[config.mk]
export PLATFORM = sky130hd
export DESIGN_NAME = sha256_message_hash_unit
export DESIGN_NICKNAME = d
export VERILOG_FILES = /design/src/sha256_pkg.sv /design/src/sha256_message_hash_unit.sv
export VERILOG_INCLUDE_DIRS = /design/src /design/src/src
export SDC_FILE = /design/constraint.sdc
export NUM_CORES = 2
export LEC_CHECK = 0
export BUFFER_PORTS_ARGS = -buffer_cell sky130_fd_sc_hd__buf_4
export CAP_MARGIN = 20
export CELL_PAD_IN_SITES_DETAIL_PLACEMENT = 1
export CELL_PAD_IN_SITES_GLOBAL_PLACEMENT = 2
export CORE_UTILIZATION = 42
export DETAILED_ROUTE_END_ITERATION = 8
export MAX_ROUTING_LAYER = met4
export PLACE_DENSITY_LB_ADDON = 0.1
export SKIP_LAST_GASP = 1
export SLEW_MARGIN = 20
export SYNTH_ARGS = -nofsm -noshare
export SYNTH_HDL_FRONTEND = slang
export SYNTH_SLANG_ARGS = --single-unit
[constraint.sdc]
create_clock -name aclk -period 14.55 [get_ports aclk]
set_input_delay 2.91 -clock aclk [delete_from_list [all_inputs] [get_ports aclk]]
set_output_delay 2.91 -clock aclk [all_outputs]
set_load 0.005 [all_outputs]
[src/assert_macros.svh]
// Assertion macros used by the RTL of the hash unit.
`ifndef ASSERT_MACROS_SVH
`define ASSERT_MACROS_SVH

// Same-cycle implication, checked on the rising edge of aclk outside reset.
`define ASSERT_IMPLIES(lbl, ante, cons) \
    lbl: assert property (@(posedge aclk) disable iff (!aresetn) (ante) |-> (cons)) \
        else $error("same-cycle check failed");

// Next-cycle implication, checked on the rising edge of aclk outside reset.
`define ASSERT_NEXT(lbl, ante, cons) \
    lbl: assert property (@(posedge aclk) disable iff (!aresetn) (ante) |=> (cons)) \
        else $error("next-cycle check failed");

`endif

[src/sha256_pkg.sv]
// SHA-256 constants and round functions for the message hash unit.
`timescale 1ns / 1ps
`default_nettype none

package sha256_pkg;

    typedef logic [31:0] word_t;

    localparam word_t INIT_HASH [8] = '{
        32'h6a09e667, 32'hbb67ae85, 32'h3c6ef372, 32'ha54ff53a,
        32'h510e527f, 32'h9b05688c, 32'h1f83d9ab, 32'h5be0cd19
    };

    localparam word_t PAD_MARKER = 32'h80000000;

    function automatic word_t big_sigma0(input word_t x);
        return {x[1:0], x[31:2]} ^ {x[12:0], x[31:13]} ^ {x[21:0], x[31:22]};
    endfunction

    function automatic word_t big_sigma1(input word_t x);
        return {x[5:0], x[31:6]} ^ {x[10:0], x[31:11]} ^ {x[24:0], x[31:25]};
    endfunction

    function automatic word_t small_sigma0(input word_t x);
        return {x[6:0], x[31:7]} ^ {x[17:0], x[31:18]} ^ {3'b000, x[31:3]};
    endfunction

    function automatic word_t small_sigma1(input word_t x);
        return {x[16:0], x[31:17]} ^ {x[18:0], x[31:19]} ^ {10'd0, x[31:10]};
    endfunction

    function automatic word_t choose(input word_t e, input word_t f, input word_t g);
        return (e & f) ^ (~e & g);
    endfunction

    function automatic word_t majority(input word_t a, input word_t b, input word_t c);
        return (a & b) ^ (a & c) ^ (b & c);
    endfunction

    function automatic word_t round_const(input logic [5:0] idx);
        word_t k;
        case (idx)
            6'd0:  k = 32'h428a2f98;  6'd1:  k = 32'h71374491;
            6'd2:  k = 32'hb5c0fbcf;  6'd3:  k = 32'he9b5dba5;
            6'd4:  k = 32'h3956c25b;  6'd5:  k = 32'h59f111f1;
            6'd6:  k = 32'h923f82a4;  6'd7:  k = 32'hab1c5ed5;
            6'd8:  k = 32'hd807aa98;  6'd9:  k = 32'h12835b01;
            6'd10: k = 32'h243185be;  6'd11: k = 32'h550c7dc3;
            6'd12: k = 32'h72be5d74;  6'd13: k = 32'h80deb1fe;
            6'd14: k = 32'h9bdc06a7;  6'd15: k = 32'hc19bf174;
            6'd16: k = 32'he49b69c1;  6'd17: k = 32'hefbe4786;
            6'd18: k = 32'h0fc19dc6;  6'd19: k = 32'h240ca1cc;
            6'd20: k = 32'h2de92c6f;  6'd21: k = 32'h4a7484aa;
            6'd22: k = 32'h5cb0a9dc;  6'd23: k = 32'h76f988da;
            6'd24: k = 32'h983e5152;  6'd25: k = 32'ha831c66d;
            6'd26: k = 32'hb00327c8;  6'd27: k = 32'hbf597fc7;
            6'd28: k = 32'hc6e00bf3;  6'd29: k = 32'hd5a79147;
            6'd30: k = 32'h06ca6351;  6'd31: k = 32'h14292967;
            6'd32: k = 32'h27b70a85;  6'd33: k = 32'h2e1b2138;
            6'd34: k = 32'h4d2c6dfc;  6'd35: k = 32'h53380d13;
            6'd36: k = 32'h650a7354;  6'd37: k = 32'h766a0abb;
            6'd38: k = 32'h81c2c92e;  6'd39: k = 32'h92722c85;
            6'd40: k = 32'ha2bfe8a1;  6'd41: k = 32'ha81a664b;
            6'd42: k = 32'hc24b8b70;  6'd43: k = 32'hc76c51a3;
            6'd44: k = 32'hd192e819;  6'd45: k = 32'hd6990624;
            6'd46: k = 32'hf40e3585;  6'd47: k = 32'h106aa070;
            6'd48: k = 32'h19a4c116;  6'd49: k = 32'h1e376c08;
            6'd50: k = 32'h2748774c;  6'd51: k = 32'h34b0bcb5;
            6'd52: k = 32'h391c0cb3;  6'd53: k = 32'h4ed8aa4a;
            6'd54: k = 32'h5b9cca4f;  6'd55: k = 32'h682e6ff3;
            6'd56: k = 32'h748f82ee;  6'd57: k = 32'h78a5636f;
            6'd58: k = 32'h84c87814;  6'd59: k = 32'h8cc70208;
            6'd60: k = 32'h90befffa;  6'd61: k = 32'ha4506ceb;
            6'd62: k = 32'hbef9a3f7;  6'd63: k = 32'hc67178f2;
            default: k = 32'h00000000;
        endcase
        return k;
    endfunction

endpackage

`default_nettype wire

[src/sha256_message_hash_unit.sv]
// SHA-256 message hash unit: word intake, padding, round engine and digest output.
`timescale 1ns / 1ps
`default_nettype none
`include "assert_macros.svh"

// Channel   Direction  Ports
// s_        in         s_valid s_ready s_data_word[31:0] s_byte_count[2:0] s_final_word
// m_        out        m_valid m_ready m_digest_word[31:0] m_word_index[2:0] m_last_of_digest
//
// A non-final word is stored in the schedule memory as it is taken; the word that fills a
// 16-word chunk starts a compression (S_LOAD primes the schedule memory read, S_ROUND runs
// 64 rounds at one round per cycle, S_UPDATE folds the round variables into the hash).
// A final word is followed by its padding words and one or two chunk compressions, then
// eight digest words at one per cycle while m_ready is high; s_ready is low meanwhile.
// Synchronous active-low reset loads the initial hash and clears length and counters.
module sha256_message_hash_unit (
    input  wire logic                 aclk,
    input  wire logic                 aresetn,
    input  wire logic                 s_valid,
    output      logic                 s_ready,
    input  wire sha256_pkg::word_t    s_data_word,
    input  wire logic [2:0]           s_byte_count,
    input  wire logic                 s_final_word,
    output      logic                 m_valid,
    input  wire logic                 m_ready,
    output      sha256_pkg::word_t    m_digest_word,
    output      logic [2:0]           m_word_index,
    output      logic                 m_last_of_digest
);
    import sha256_pkg::*;

    // Control states.
    localparam logic [2:0] S_IDLE   = 3'd0;  // take message words
    localparam logic [2:0] S_PAD    = 3'd1;  // push padding and length words
    localparam logic [2:0] S_LOAD   = 3'd2;  // copy hash into round variables, prime reads
    localparam logic [2:0] S_ROUND  = 3'd3;  // one compression round per cycle
    localparam logic [2:0] S_UPDATE = 3'd4;  // fold round variables into the hash
    localparam logic [2:0] S_OUT    = 3'd5;  // hand out the eight digest words

    // Padding phases.
    localparam logic [1:0] PH_DATA  = 2'd0;  // last data word, masked and marked unless full
    localparam logic [1:0] PH_MARK  = 2'd1;  // standalone marker word after a full last word
    localparam logic [1:0] PH_FILL  = 2'd2;  // zero fill, then length high word
    localparam logic [1:0] PH_LENLO = 2'd3;  // length low word, closes the last chunk

    // Two copies of the 16-word schedule, written together, each with two read ports,
    // give the four schedule taps a round needs in the same cycle.
    word_t sched_a_mem [16];
    word_t sched_b_mem [16];

    logic [2:0]  state_reg,     state_next;
    logic [1:0]  phase_reg,     phase_next;
    logic [3:0]  fill_reg,      fill_next;
    logic [5:0]  round_reg,     round_next;
    logic [63:0] bitlen_reg,    bitlen_next;
    logic [2:0]  count_reg,     count_next;
    logic [2:0]  out_idx_reg,   out_idx_next;
    logic        padding_reg,   padding_next;
    logic        last_blk_reg,  last_blk_next;
    word_t       data_reg,      data_next;
    word_t       hash_reg [8];
    word_t       hash_next [8];
    word_t       work_reg [8];
    word_t       work_next [8];

    // Registered schedule taps for the round in flight.
    word_t       tap16_reg, tap15_reg, tap2_reg, tap7_reg;

    logic        mem_we;
    logic [3:0]  mem_waddr;
    word_t       mem_wdata;
    logic [5:0]  rd_round;
    logic [3:0]  rd_addr16, rd_addr15, rd_addr2, rd_addr7;

    logic        push;
    word_t       push_word;
    logic [2:0]  count_clamped;
    word_t       sched_w, t1, t2;

    // Read addresses follow the round that consumes the registered data in the next cycle.
    always_comb begin
        rd_round  = (state_reg == S_ROUND) ? round_reg + 6'd1 : 6'd0;
        rd_addr16 = rd_round[3:0];
        rd_addr15 = rd_round[3:0] + 4'd1;
        rd_addr2  = rd_round[3:0] - 4'd2;
        rd_addr7  = rd_round[3:0] + 4'd9;
    end

    // Round datapath.
    always_comb begin
        if (round_reg[5:4] == 2'b00) begin
            sched_w = tap16_reg;
        end else begin
            sched_w = small_sigma1(tap2_reg) + tap7_reg + small_sigma0(tap15_reg) + tap16_reg;
        end
        t1 = work_reg[7] + big_sigma1(work_reg[4]) + choose(work_reg[4], work_reg[5], work_reg[6])
             + round_const(round_reg) + sched_w;
        t2 = big_sigma0(work_reg[0]) + majority(work_reg[0], work_reg[1], work_reg[2]);
    end

    assign count_clamped = (s_byte_count > 3'd4) ? 3'd4 : s_byte_count;

    always_comb begin
        state_next    = state_reg;
        phase_next    = phase_reg;
        fill_next     = fill_reg;
        round_next    = round_reg;
        bitlen_next   = bitlen_reg;
        count_next    = count_reg;
        out_idx_next  = out_idx_reg;
        padding_next  = padding_reg;
        last_blk_next = last_blk_reg;
        data_next     = data_reg;
        hash_next     = hash_reg;
        work_next     = work_reg;
        push          = 1'b0;
        push_word     = '0;
        mem_we        = 1'b0;
        mem_waddr     = fill_reg;
        mem_wdata     = '0;

        case (state_reg)
            S_IDLE: begin
                if (s_valid) begin
                    if (!s_final_word) begin
                        push        = 1'b1;
                        push_word   = s_data_word;
                        bitlen_next = bitlen_reg + 64'd32;
                    end else begin
                        data_next    = s_data_word;
                        count_next   = count_clamped;
                        bitlen_next  = bitlen_reg + {58'd0, count_clamped, 3'b000};
                        padding_next = 1'b1;
                        phase_next   = PH_DATA;
                        state_next   = S_PAD;
                    end
                end
            end
            S_PAD: begin
                push = 1'b1;
                case (phase_reg)
                    PH_DATA: begin
                        phase_next = PH_FILL;
                        case (count_reg)
                            3'd1:    push_word = {data_reg[31:24], 24'h800000};
                            3'd2:    push_word = {data_reg[31:16], 16'h8000};
                            3'd3:    push_word = {data_reg[31:8], 8'h80};
                            3'd4: begin
                                push_word  = data_reg;
                                phase_next = PH_MARK;
                            end
                            default: push_word = PAD_MARKER;
                        endcase
                    end
                    PH_MARK: begin
                        push_word  = PAD_MARKER;
                        phase_next = PH_FILL;
                    end
                    PH_FILL: begin
                        if (fill_reg == 4'd14) begin
                            push_word  = bitlen_reg[63:32];
                            phase_next = PH_LENLO;
                        end else begin
                            push_word = '0;
                        end
                    end
                    default: begin
                        // Low length word always lands in the last slot.
                        push_word     = bitlen_reg[31:0];
                        last_blk_next = 1'b1;
                    end
                endcase
            end
            S_LOAD: begin
                work_next  = hash_reg;
                round_next = 6'd0;
                state_next = S_ROUND;
            end
            S_ROUND: begin
                if (round_reg[5:4] != 2'b00) begin
                    mem_we    = 1'b1;
                    mem_waddr = round_reg[3:0];
                    mem_wdata = sched_w;
                end
                work_next[7] = work_reg[6];
                work_next[6] = work_reg[5];
                work_next[5] = work_reg[4];
                work_next[4] = work_reg[3] + t1;
                work_next[3] = work_reg[2];
                work_next[2] = work_reg[1];
                work_next[1] = work_reg[0];
                work_next[0] = t1 + t2;
                round_next   = round_reg + 6'd1;
                if (round_reg == 6'd63) begin
                    state_next = S_UPDATE;
                end
            end
            S_UPDATE: begin
                for (int i = 0; i < 8; i++) begin
                    hash_next[i] = hash_reg[i] + work_reg[i];
                end
                out_idx_next = 3'd0;
                if (last_blk_reg) begin
                    state_next = S_OUT;
                end else if (padding_reg) begin
                    state_next = S_PAD;
                end else begin
                    state_next = S_IDLE;
                end
            end
            S_OUT: begin
                if (m_ready) begin
                    out_idx_next = out_idx_reg + 3'd1;
                    if (out_idx_reg == 3'd7) begin
                        // Drop back to the reset state for the next message.
                        hash_next     = INIT_HASH;
                        bitlen_next   = '0;
                        fill_next     = 4'd0;
                        padding_next  = 1'b0;
                        last_blk_next = 1'b0;
                        state_next    = S_IDLE;
                    end
                end
            end
            default: begin
                state_next = S_IDLE;
            end
        endcase

        // A push stores one chunk word; the sixteenth starts a compression.
        if (push) begin
            mem_we    = 1'b1;
            mem_waddr = fill_reg;
            mem_wdata = push_word;
            fill_next = fill_reg + 4'd1;
            if (fill_reg == 4'd15) begin
                state_next = S_LOAD;
            end
        end
    end

    always_ff @(posedge aclk) begin
        if (!aresetn) begin
            state_reg    <= S_IDLE;
            phase_reg    <= PH_DATA;
            fill_reg     <= 4'd0;
            round_reg    <= 6'd0;
            bitlen_reg   <= '0;
            count_reg    <= 3'd0;
            out_idx_reg  <= 3'd0;
            padding_reg  <= 1'b0;
            last_blk_reg <= 1'b0;
            hash_reg     <= INIT_HASH;
        end else begin
            state_reg    <= state_next;
            phase_reg    <= phase_next;
            fill_reg     <= fill_next;
            round_reg    <= round_next;
            bitlen_reg   <= bitlen_next;
            count_reg    <= count_next;
            out_idx_reg  <= out_idx_next;
            padding_reg  <= padding_next;
            last_blk_reg <= last_blk_next;
            hash_reg     <= hash_next;
        end
    end

    // Payload registers: no reset.
    always_ff @(posedge aclk) begin
        data_reg <= data_next;
        work_reg <= work_next;
    end

    // Schedule memories: one write port shared by intake and rounds, registered reads.
    always_ff @(posedge aclk) begin
        if (mem_we) begin
            sched_a_mem[mem_waddr] <= mem_wdata;
            sched_b_mem[mem_waddr] <= mem_wdata;
        end
        tap16_reg <= sched_a_mem[rd_addr16];
        tap15_reg <= sched_a_mem[rd_addr15];
        tap2_reg  <= sched_b_mem[rd_addr2];
        tap7_reg  <= sched_b_mem[rd_addr7];
    end

    assign s_ready          = (state_reg == S_IDLE);
    assign m_valid          = (state_reg == S_OUT);
    assign m_digest_word    = hash_reg[out_idx_reg];
    assign m_word_index     = out_idx_reg;
    assign m_last_of_digest = (out_idx_reg == 3'd7);

    // Intake and digest output never run together.
    `ASSERT_IMPLIES(a_no_overlap, m_valid, !s_ready)
    // The last round is always followed by the hash update.
    `ASSERT_NEXT(a_round_end, state_reg == S_ROUND && round_reg == 6'd63, state_reg == S_UPDATE)
    // A round's schedule write never hits an address read for the next round.
    `ASSERT_IMPLIES(a_sched_no_collide, state_reg == S_ROUND && mem_we, mem_waddr != rd_addr16 && mem_waddr != rd_addr15 && mem_waddr != rd_addr2 && mem_waddr != rd_addr7)
    // Compression starts only on a full chunk.
    `ASSERT_IMPLIES(a_load_full_chunk, state_reg == S_LOAD, fill_reg == 4'd0)

endmodule

`default_nettype wire

# After elaboration in Yosys (flattened, before gate mapping)
# Memory sizes are Yosys's and may differ from the RTL's. A register that Yosys moved wholly into a read port is not among the register bits.
# Cells that the tools add are included.
# classes
order_cmp,2
n_eq_ne,22
muxes,67
add_sub_neg,26
reduce_logical,21
bitwise_logic,18
# ops
op,n
$pmux 256 s2,2
$add 32x32->32,18
$mux 256,2
$mux 32,9
$xor 32x32->32,9
$mux 64,4
$and 32x32->32,5
$pmux 32 s4,1
$pmux 64 s2,1
$bmux 32 s3,1
$pmux 32 s3,1
$add 64x6->64,1
$add 64x6->64 const B,1
$pmux 32 s2,1
$mux 4,8
$not 32->32,1
$xor 32x22->32,1
$xor 32x29->32,1
$mux 3,10
$pmux 3 s6,1
$reduce_bool 2->1,9
$mux 1,13
$eq 3x2->1 const B,4
$eq 3x3->1 const B,4
other kinds (31),48
# word_totals
romBits,2048
out_inout_bits,38
word_cells,185
mem_bits_rw,1024
register_bits,631
n_memories,3
# memory_table
memory,depth,width,read_ports,rd_ports_with_merged_regs,write_ports,line_no,text
(no name shown),64,32,1,1,0,sha256_pkg.sv:42,case (idx)
sched_a_mem,16,32,2,2,1,sha256_message_hash_unit.sv:48,word_t sched_a_mem [16];
sched_b_mem,16,32,2,2,1,sha256_message_hash_unit.sv:49,word_t sched_b_mem [16];

# Longest topological paths before layout
# logic_depth
depth_word,9
depth_mapped,47
depth_no_buf,47

# Worst setup path after synthesis
# Ideal clock, no wire load.
# synth_timing
kind,reg2reg
from,"reg tap2_reg[19], read port of sched_b_mem"
to,reg work_reg[248] in the netlist's numbering (data pin)
synth_period_minus_slack_ps,9550
setup_slack_ps,5000
required_ps,14291
arrival_time_ps,9292
stages_incl_launch_ff,46
setup_ps,259
cell_sequence,dfxtp_1 -> xor2_1 -> xnor2_1 -> fa_1 -> fa_1 -> inv_1 -> ha_1 -> a21o_1 -> a21oi_1 -> o21bai_1 -> a21oi_1 -> o21bai_1 -> a21oi_1 -> o21bai_1 -> a2111oi_0 -> nor3_1 -> xnor2_1 -> mux2_2 -> [10 not listed] -> o311a_1 -> xnor2_1 -> inv_1 -> fa_1 -> inv_1 -> ha_1 -> clkbuf_1 -> a21o_1 -> a21o_1 -> a21o_1 -> a21oi_1 -> o21bai_1 -> a221o_1 -> a21oi_1 -> nor2_1 -> nor2_1 -> nor4b_1 -> a211o_1
# synth_rtl
element,line_no,text
start: declaration,sha256_message_hash_unit.sv:67,"word_t tap16_reg, tap15_reg, tap2_reg, tap7_reg;"
end signal: assignment,sha256_message_hash_unit.sv:271,work_reg <= work_next;
end: declaration,sha256_message_hash_unit.sv:63,word_t work_reg [8];

==> summary.md <==
| Metric | Value |
|---|---|
| Status | finished, final reports clean |
| Area grow syn2layout | 10.3% |
| Row cnt | between 150 and 200 |
| Largest net degree at the start of global routing | roughly 170 |
| Pwr dens | approximately 110 nW/um2 |
| Slowest stage delay, CP | approximately 560 ps |
| Num CTS Buffers | about 160 |
| I/O pins | slightly below 80 |
| Tightest Hold Check Type | reg2reg |
| Crit Path Max Fanout | 6 |
| CP required | about 15000 ps |
| DRC viols | 0 |
| Setup TNS | 0 ps |
| Crit path kind | reg2reg |
| Pint | 7.20 mW |
| Gate power share | 0.204 |
| Slew @ Worst Pin | around 1200 ps |
| Post-Route WL | roughly 360000 um |
| Post-CTS setup buffers | 0 |
| Post-synth top flop | edfxtp_1 |
| Cell taking the most area after synthesis | edfxtp_1 |
| Initial Utilization | 0.422 |
| Max reg flops | around 350 |
| Clock Power Share | 0.412 |
| Post-DP HPWL | 252000 um |
| Port bufs | between 70 and 80 |
| 1st-iter DRT viols | approximately 5800 |
| CTS Buffer Depth | 3 |
| Clock latency on the worst-skew pair | 860 ps |
| Reg power frac | 0.384 |
| Yosys reg bits | 1300 |
| Switching power | around 3.1 mW |
| Synth cell count leaders | 2189 x nand2_1, 800 x edfxtp_1, 575 x nor2_1 |
| Hold buffers post-CTS | 0 |
| Setup violations, final | 0 |
| Worst setup SP type | register |
| Pre-antenna DRT Iters | 6 |
| First-pass GRT wire length | ~520000 um |
| Clock transition at the registers of the reported paths | roughly 60 ps |
| Setup crit end kind | register |
| RSZ-0062 raised after global routing | false |
| Hold Crit Depth | 2 |
| Post-route ant nets | 0 |
| Netlist Area Pre-Place | around 89000 um2 |
| Vias in the first global route | slightly below 80000 |
| Share of layout cells above drive strength 1 | 0.0899 |
| Via count | about 76000 |
| Root Driver | clkbuf_16 |
| Hold Startpoint | padding_reg |
| Die Wd | 461 um |
| Post-DR vias/cell | between 6 and 7 |
| Register-to-register setup slack | ~3400 ps |
| Synth area leaders | edfxtp_1 27%, dfxtp_1 11%, nand2_1 9.3% |
| Number of enable flip-flop cells after synthesis | 800 |
| CP max stage cell | fa_1 |
| Switching Share | 0.304 |
| Worst path top cell family by delay | compound AO/OA/AOI/OAI gates |
| Worst path buffer plus inverter count | 6 |
| Top-area cell type share of the netlist area | 0.271 |
| Asr flop ratio synth | 0 |
| Fin. max-slew vios | 0 |
| CTS tree | built |
| Worst Hold End | padding_reg |
| Max-Cap Viols | 0 |
| Worst flop-to-flop path startpoint | tap2_reg[21] |
| GRT overflow | 0 |
| Pleak | 39.3 nW |
| Fill cells | roughly 24000 |
| Mapped Cells | just under 10000 |
| Syn Nets | ~11000 |
| Most frequent cell after synthesis | nand2_1 |
| R2r worst-path depth | 44 |
| Hold Fails Final Rpt | 0 |
| Die height | approximately 460 um |
| Worst Path Arrival | between 10000 and 15000 ps |
| Yosys warns | 0 |
| Crit share post-route | 0.765 |
| FF-to-FF End | work_reg[255] |
| Register area share after synthesis | 0.385 |
| Layout Skew | between 50 and 60 ps |
| Slew HR | 0.189 |
| GRT Resource Usage Total | 0.342 |
| Hold_ws | 475 ps |
| Distinct cells, synth | just under 100 |
| H-tree depth | 4 |
| Initial antenna violation count | 17 |
| Avg Cell Area, Syn | 8.97 um2 |
| Clock sinks | 1300 |
| Drt wl/cell | 28.3 um |
| Max VDD drop | 0.000128 V |
| NumNets Final | 10300 |
| Tmin final | 11140 ps |
| Die area | 213000 um2 |
| FMAX | about 90 MHz |
| Gpl congestion | around 0.97 |
| Core area | between 200000 and 250000 um2 |
| CTS resizes | 0 |
==> metal layers <==
layer	share of wire	wire length (um)	global-route usage	vias to the layer above
li1	-	-	-	34500
met1	0.41	145000	0.404	38800
met2	0.50	179000	0.587	2127
met3	0.043	15200	0.0344	628
met4	0.051	18300	0.158	0
met5	0	0	-	-
==> tightest hold or removal path: stages (launching register included) <==
cell     delay [ps]
dfxtp_1         330
nor2_1           50
nor2_1           70
==> layout make-up <==
class	instances	area, um2	area share
Tap cell	2805	3510	0.0360
Timing Repair Buffer	243	1920	0.0197
Clock inverter	82	931	0.00954
Multi-Input combinational cell	7412	50500	0.517
Clock buffer	221	4640	0.0475
Inverter	546	2070	0.0212
Antenna cell	16	40.0	0.000410
Sequential cell	1300	34000	0.349
==> worst max path at each step <==
| stage | from | to | slack [ps] | depth (start not counted) |
|---|---|---|---|---|
| finish | tap2_reg[21] | work_reg[255] | 3410 | 44 |
| global route | tap2_reg[21] | work_reg[255] | 2750 | 44 |
| CTS | tap2_reg[21] | work_reg[255] | 3430 | 44 |
| detailed placement | tap2_reg[21] | work_reg[255] | 3510 | 44 |
| global placement | tap2_reg[21] | work_reg[255] | 3510 | 44 |
| floorplan | tap2_reg[19] | work_reg[248] | 5000 | 45 |
==> power groups by stage <==
stage / logic (mW) / registers (mW) / clock network (mW)
after global placement: 2.06 / 4.04 / 0
after CTS: 2.10 / 3.96 / 4.33
after global routing: 2.32 / 3.97 / 4.46
final: 2.11 / 3.97 / 4.26
after detailed placement: 2.09 / 4.04 / 0
after floorplan: 1.48 / 4.03 / 0
==> cells in the final DEF (no fill, tap or decap), types with 32 or more instances in the layout <==
cell type and count:
xor2_1 255, clkinv_2 32, edfxtp_1 800, xnor2_1 357
a22oi_1 123, a311oi_1 202, fa_1 196, inv_1 538
ha_1 401, clkbuf_16 172, a211oi_1 41, dfxtp_1 497
a31oi_1 133, clkbuf_1 34, a21o_1 219, and3_1 183
or3_1 47, buf_4 235, nor3_1 82, a21oi_1 500
nand2_1 2182, o21a_1 56, nand2b_1 50, nor2b_1 112
nor2_1 553, o211ai_1 43, o22ai_1 103, o21bai_1 53
mux4_2 192, mux2_2 93, nand3_1 385, o21ai_0 406
==> kinds of logic (layout without fill, tap and decap cells) <==
kind of cell    Yosys count  in the layout  share of synthesized area
simple gates           3749           3749                      0.181
xor+xnor                618            618                     0.0614
compound gates         2130           2130                      0.158
flops                  1300           1300                      0.385
other cells               0             16                          0
fa+ha+maj               605            605                      0.102
buf+inv                1151           1092                     0.0492
mux                     310            310                     0.0635
==> through the flow <==
step,instance area (um2),utilization,cells,power [mW],worst slack (ps)
floorplan,88500,-,9863,5.51,5000
global placement,92000,0.439,12300,6.10,3510
detailed placement,92000,0.439,12300,6.13,3510
CTS,97600,0.466,12600,10.4,3430
global route,97600,0.466,12600,10.7,2750
finish,97600,0.466,12600,10.3,3410
Note: power is estimated with default switching activity, not from simulation.
